**src/hdl/prcc_pkg.sv**
```systemverilog
`timescale 1ns / 1ps
package prcc_pkg;

   localparam int MAX_VERTICES_DEF = 64;
   localparam int COORD_BITS_DEF   = 32;

   // request modes
   localparam logic [1:0] MODE_CLEAR    = 2'd0;
   localparam logic [1:0] MODE_APPEND   = 2'd1;
   localparam logic [1:0] MODE_COUNT    = 2'd2;
   localparam logic [1:0] MODE_CONTAINS = 2'd3;

   localparam logic [1:0] MUL_AY_BX = 2'd0;
   localparam logic [1:0] MUL_AX_BY = 2'd1;
   localparam logic [1:0] MUL_DY_RL = 2'd2;

   // reach of the contains ray is 2^34 LSB
   localparam int REACH_BITS     = 36;
   localparam int CONTAINS_SHIFT = 34;

   localparam int LEN_BITS = 31;

   localparam logic CSR_IDX_CLOSED = 1'b0;

   typedef struct packed {
      logic       ld_query;
      logic       wr_vertex;
      logic       rd;
      logic       ld_first;
      logic       ld_next;
      logic       ld_close;
      logic       mul_en;
      logic [1:0] mul_sel;
      logic       acc_ld;
      logic       acc_sub;
      logic       decide;
   } prcc_cmd_type;

endpackage

```
**src/hdl/prcc_ctrl.sv**
```systemverilog
`timescale 1ns / 1ps
module prcc_ctrl
   import prcc_pkg::*;
#(
   parameter int MAX_VERTICES = MAX_VERTICES_DEF,
   localparam int AW = (MAX_VERTICES > 1) ? $clog2(MAX_VERTICES) : 1,
   localparam int CW = $clog2(MAX_VERTICES + 1)
) (
   input  logic          clock,
   input  logic          reset,
   input  logic          req_valid,
   output logic          req_ready,
   input  logic [1:0]    req_mode,
   output logic          rsp_valid,
   input  logic          rsp_ready,
   output logic [6:0]    rsp_crossing_count,
   output logic          rsp_inside_res,
   output logic          rsp_status,
   input  logic          closed,
   input  logic [CW-1:0] hits,
   output prcc_cmd_type  cmd,
   output logic [AW-1:0] mem_addr
);

   localparam logic [2:0] S_IDLE = 3'd0;
   localparam logic [2:0] S_RD   = 3'd1;
   localparam logic [2:0] S_LD   = 3'd2;
   localparam logic [2:0] S_M0   = 3'd3;
   localparam logic [2:0] S_M1   = 3'd4;
   localparam logic [2:0] S_M2   = 3'd5;
   localparam logic [2:0] S_DEC  = 3'd6;
   localparam logic [2:0] S_FIN  = 3'd7;

   logic [2:0]    state_ff, state_in;
   logic [CW-1:0] count_ff, count_in, idx_ff, idx_in;
   logic          first_ff, first_in, close_ff, close_in;
   logic          stat_ff, stat_in;
   logic [1:0]    mode_ff, mode_in;
   logic          rv_ff, rv_in;
   logic [6:0]    rc_ff, rc_in;
   logic          ri_ff, ri_in, rs_ff, rs_in;
   logic          accept;
   logic [CW-1:0] idx_nx;

   assign req_ready = (state_ff == S_IDLE);
   assign accept    = req_valid && req_ready;
   assign idx_nx    = idx_ff + CW'(1);

   always_comb begin
      state_in = state_ff;
      count_in = count_ff;
      idx_in   = idx_ff;
      first_in = first_ff;
      close_in = close_ff;
      stat_in  = stat_ff;
      mode_in  = mode_ff;
      rv_in    = rv_ff && !rsp_ready;
      rc_in    = rc_ff;
      ri_in    = ri_ff;
      rs_in    = rs_ff;
      cmd      = '0;
      mem_addr = idx_ff[AW-1:0];
      case (state_ff)
         S_IDLE: begin
            if (accept) begin
               cmd.ld_query = 1'b1;
               mode_in  = req_mode;
               stat_in  = 1'b0;
               idx_in   = '0;
               first_in = 1'b1;
               close_in = 1'b0;
               state_in = S_FIN;
               case (req_mode)
                  MODE_CLEAR: begin
                     count_in = '0;
                  end
                  MODE_APPEND: begin
                     mem_addr = count_ff[AW-1:0];
                     if (count_ff >= CW'(MAX_VERTICES)) begin
                        stat_in = 1'b1;
                     end else begin
                        cmd.wr_vertex = 1'b1;
                        count_in = count_ff + CW'(1);
                     end
                  end
                  default: begin
                     if (count_ff != '0) begin
                        state_in = S_RD;
                     end
                  end
               endcase
            end
         end
         S_RD: begin
            cmd.rd   = 1'b1;
            state_in = S_LD;
         end
         S_LD: begin
            state_in = S_M0;
            if (first_ff) begin
               cmd.ld_first = 1'b1;
               first_in = 1'b0;
               idx_in   = idx_nx;
               if (idx_nx < count_ff) begin
                  state_in = S_RD;
               end else begin
                  close_in = 1'b1;
               end
            end else begin
               cmd.ld_next = 1'b1;
            end
         end
         S_M0: begin
            cmd.mul_en  = 1'b1;
            cmd.mul_sel = MUL_AY_BX;
            state_in    = S_M1;
         end
         S_M1: begin
            cmd.mul_en  = 1'b1;
            cmd.mul_sel = MUL_AX_BY;
            cmd.acc_ld  = 1'b1;
            state_in    = S_M2;
         end
         S_M2: begin
            cmd.mul_en  = 1'b1;
            cmd.mul_sel = MUL_DY_RL;
            cmd.acc_sub = 1'b1;
            state_in    = S_DEC;
         end
         S_DEC: begin
            cmd.decide = 1'b1;
            if (close_ff) begin
               state_in = S_FIN;
            end else begin
               idx_in = idx_nx;
               if (idx_nx < count_ff) begin
                  state_in = S_RD;
               end else begin
                  // wrap back to the first vertex
                  cmd.ld_close = 1'b1;
                  close_in = 1'b1;
                  state_in = S_M0;
               end
            end
         end
         S_FIN: begin
            if (!rv_ff || rsp_ready) begin
               rv_in    = 1'b1;
               rc_in    = 7'(hits);
               ri_in    = (mode_ff == MODE_CONTAINS) && closed && hits[0];
               rs_in    = stat_ff;
               state_in = S_IDLE;
            end
         end
         default: begin
            state_in = S_IDLE;
         end
      endcase
   end

   always_ff @(posedge clock) begin
      if (reset) begin
         state_ff <= S_IDLE;
         count_ff <= '0;
         rv_ff    <= 1'b0;
      end else begin
         state_ff <= state_in;
         count_ff <= count_in;
         rv_ff    <= rv_in;
      end
   end

   always_ff @(posedge clock) begin
      idx_ff   <= idx_in;
      first_ff <= first_in;
      close_ff <= close_in;
      stat_ff  <= stat_in;
      mode_ff  <= mode_in;
      rc_ff    <= rc_in;
      ri_ff    <= ri_in;
      rs_ff    <= rs_in;
   end

   assign rsp_valid          = rv_ff;
   assign rsp_crossing_count = rc_ff;
   assign rsp_inside_res     = ri_ff;
   assign rsp_status         = rs_ff;

   a_count_max: assert property (@(posedge clock) disable iff (reset)
      count_ff <= CW'(MAX_VERTICES))
      else $error("vertex count above capacity");

   a_clear: assert property (@(posedge clock) disable iff (reset)
      accept && (req_mode == MODE_CLEAR) |=> count_ff == '0)
      else $error("clear did not empty the store");

   a_read_range: assert property (@(posedge clock) disable iff (reset)
      state_ff == S_RD |-> idx_ff < count_ff)
      else $error("read past the stored vertices");

   a_full_drop: assert property (@(posedge clock) disable iff (reset)
      accept && (req_mode == MODE_APPEND) && (count_ff == CW'(MAX_VERTICES))
      |=> stat_ff && (count_ff == CW'(MAX_VERTICES)))
      else $error("append to a full store not dropped");

endmodule
```
**config.mk**
```make
export PLATFORM = sky130hd
export DESIGN_NAME = prcc_ctrl
export DESIGN_NICKNAME = d
export VERILOG_FILES = /design/src/hdl/prcc_pkg.sv /design/src/hdl/prcc_ctrl.sv
export SDC_FILE = /design/constraint.sdc
export NUM_CORES = 1
export LEC_CHECK = 0
export BUFFER_PORTS_ARGS = -buffer_cell sky130_fd_sc_hd__buf_2
export CAP_MARGIN = 15
export CORE_ASPECT_RATIO = 0.5
export CORE_MARGIN = 2
export CORE_UTILIZATION = 30
export DETAILED_ROUTE_END_ITERATION = 6
export PLACE_DENSITY_LB_ADDON = 0.3
export SYNTH_ARGS = -nofsm -noshare
export SYNTH_HDL_FRONTEND = slang
export SYNTH_SLANG_ARGS = --single-unit
```
**constraint.sdc**
```tcl
create_clock -name clock -period 2.5 [get_ports clock]
set_input_delay 0.625 -clock clock [delete_from_list [all_inputs] [get_ports clock]]
set_output_delay 0.625 -clock clock [all_outputs]
set_load 0.005 [all_outputs]
```
==> reports/results.tsv <==
metric	value	unit
Worst EP required	1.88	ns
violated checks	setup timing	
final critical-path required period	3.023	ns
post-synthesis sequential area ratio	49.67	%
Sink Count	32	
sequential share of power	30.6	%
post-synthesis simple-gate area fraction	20.31	%
Worst-Margin Slew	0.5223	ns
die area	0.006367	sq mm
CP Class	flip-flop to output port	
DR iter-0 viols	97	
Fin Clk Skew	0.003375	ns
Final Cell Area	0.002447	sq mm
count of final hold-check violations	0	
DP Area	0.002137	sq mm
Synth Area in Compound Gates	14.24	%
Yosys warning count	0	
critical-path cell with the highest stage delay	edfxtp_1	
Hold EP	rsp_status	
Vias	1582	
Rows	19	
Worst IR Drop VDD	0.4149	mV
initial antenna violation count	0	
Hold Path Class	flip-flop to flip-flop	
syn_nets	198	
GRT Util Overall	13.77	%
crit path DAT	2.40	ns
internal power	1.647	mW
Routed WL per cell	13.66	microns
Reg2Reg Setup Slack	0.01	ns
Die X	110.9	microns
Setup violations, final	1	
worst path cell trace	nand2_1 -> nor2_1 -> xor2_1 -> ha_1 -> a21o_1 -> a221o_1 -> o21ai_2 -> nor3_1 -> buf_2	
gpl congestion	0.8913	
#FFs+latches synth	32	
largest family of logic cells by synthesized area	simple AND/OR/NAND/NOR gates	
Top Ports	43	
status	finished with violations	
Slew HR	64.72	%
final worst setup slack	-0.5230	ns
first-pass GRT wire length	6.837	mm
worst-path fanout max	4	
xor/xnor share of the synthesized area	4.091	%
GR Overflow Total	0	
Vias/cell	4.944	
Crit path buffers/inverters	1	
setup TNS	-0.5230	ns
Hold Path Origin	stat_ff	
Net Sw Frac	32.25	%
cell family with most CP delay	compound AO/OA/AOI/OAI gates	
Tot Pwr	2.432	mW
Clk Latency, worst-skew pair	0.28	ns
top cells by count, synth	21 x edfxtp_1, 17 x nor2_1, 15 x o21ai_0	
Final period util	120.9	%
Static Leak	1.022	nW
Mapped Area	0.001713	sq mm
Reg2Reg Depth	10	
fin util	44.57	%
CTS Buf Count	5	
clock network fraction of design power	28.7	%
delay of the slowest critical-path stage	0.45	ns
DRC	0	
# diodes	0	
met2 routed WL	1.980	mm
Switch Pwr	784.3	uW
mux cell area share after synthesis	0	%
RR Startpoint	idx_ff[0]	
Post-synth ARST share	0	%
Peak Freq	330.8	MHz
Final nets	269	
clock root buffer	clkbuf_16	
Unique masters post-synth	41	
met3 WL	223	microns
post-DP HPWL	3.120	mm
starting density of the core	31.19	%
R2R Path End	close_ff	
highest metal used	met4	
clock buffer depth	2	
largest cells by area after synthesis	edfxtp_1 37%, dfxtp_1 13%, ha_1 6.6%	
CTS tree	built	
largest net degree at the start of global routing	16	
Worst-path clk slew	0.06	ns
ANT nets after route	0	
DRT Pass-1 Iters	4	
Final Slew Violations	0	
die height	57.43	microns
area share of fa/ha/maj cells after synthesis	6.574	%
PD cells	993.6	mW/mm^2
number of cells on the worst hold path	0	
unrepaired setup endpoints after global routing	yes	
MaxCap Viol Count	0	
drt total wl	4.372	mm
vias in the first global route	1400	
cell taking the most area after synthesis	edfxtp_1	
Avg Inst Size Synth	9.788	sq um
post-synth top area share	36.82	%
most common cell in the synthesized netlist	edfxtp_1	
Setup crit end kind	output port	
CORE AREA	0.005492	sq mm
fillers	525	
wire length on met1	2.142	mm
Post-synth top flop	edfxtp_1	
Comb pwr share	40.6	%
Layout area overhead	42.88	%
ratio of cells with drive above 1 in the final layout	39.68	%
Syn Inst Count	175	
crit path launch type	flip-flop	
Port Buffers	42	
EDFF count, synth	21	
H-tree depth	2	
[layer usage]
layer	global-route usage [%]	vias to the layer above
met5	0	-
met4	5.000	0
li1	-	780
met3	3.613	4
met2	21.30	41
met1	18.90	757
[cell families after synthesis]
group,count (synthesis)
flops,32
buf+inv,21
simple gates,66
xor+xnor,8
compound gates,39
fa+ha+maj,9
[worst reg2reg max path, cell delays in order, from the launching register on]
cell	delay, ns
edfxtp_1	0.45
nand2_1	0.08
nor2_1	0.13
xor2_1	0.25
ha_1	0.30
a21o_1	0.19
a221o_1	0.37
buf_4	0.14
buf_4	0.13
o21ai_2	0.10
a311oi_1	0.10
[power groups by stage]
stage	clock (mW)	combinational [mW]	sequential (mW)
final	0.698	0.988	0.745
after global routing	0.734	1.08	0.756
after CTS	0.703	0.875	0.736
after detailed placement	0	0.819	0.746
after global placement	0	0.818	0.741
after floorplan	0	0.459	0.749
[area by class of cell]
class / count / area, sq um / area share (%)
multi-input cells: 122 / 842.1 / 34.41
well taps: 73 / 91.34 / 3.732
repair buffers: 73 / 450.4 / 18.40
clock inverters: 3 / 42.54 / 1.738
clock buffers: 5 / 125.1 / 5.112
inverters: 12 / 45.04 / 1.840
flip-flops and latches: 32 / 850.8 / 34.76
[sequential cells by signal, indices dropped and copies added (netlist names)]
signal	flops
rsp_valid	1
count_ff	7
rsp_status	1
mode_ff	2
rsp_inside_res	1
idx_ff	7
first_ff	1
close_ff	1
rsp_crossing_count	7
stat_ff	1
state_ff	3
[how the worst max path moves through the flow]
stage,start,endpoint,cells after the start
floorplan,idx_ff[0],cmd[6],9
global placement,idx_ff[3],cmd[6],9
CTS,idx_ff[1],cmd[6],10
global route,idx_ff[0],cmd[6],10
detailed placement,idx_ff[0],cmd[6],10
finish,idx_ff[0],cmd[6],9
[placed cells by master, fill, tap and decap left out, types with 3 or more instances in the layout]
cell type  Yosys  routed
nor2_1        17      14
dfxtp_1       11      11
o21ai_0       15       7
xor2_1         3       3
edfxtp_1      21      21
nor4_1         3       3
nor3_1         8       7
buf_4          2      29
o21ai_2        0       5
xnor2_1        5       5
clkbuf_16      0       5
buf_2          0      42
nand2_1        9       7
ha_1           9       8
inv_1         12      12
and2_1         6       6
a21oi_1        7       7
nand3_1        6       6
nand2b_1       4       4
a31oi_1        3       3
o21ai_1        0       3
[per-stage QoR]
step / hold slack [ns] / setup WS, ns / std cells
5_1_grt: 0.4400 / -0.6331 / 320
3_3_place_gp: 0.4054 / -0.1324 / 303
3_5_place_dp: 0.4054 / -0.1950 / 303
2_1_floorplan: 0.4003 / 0.001763 / 175
6_report: 0.4174 / -0.5230 / 320
4_1_cts: 0.4184 / -0.4596 / 313
[what timing repair did]
item | 4_1_cts | 5_1_grt
pin swaps | 2 | 8
hold buffers | 0 | 0
setup endpoints to repair | 7 | 7
setup buffers | 2 | 7
gates resized for setup | 13 | 13
No activity file was read; power rests on OpenSTA's default activity.
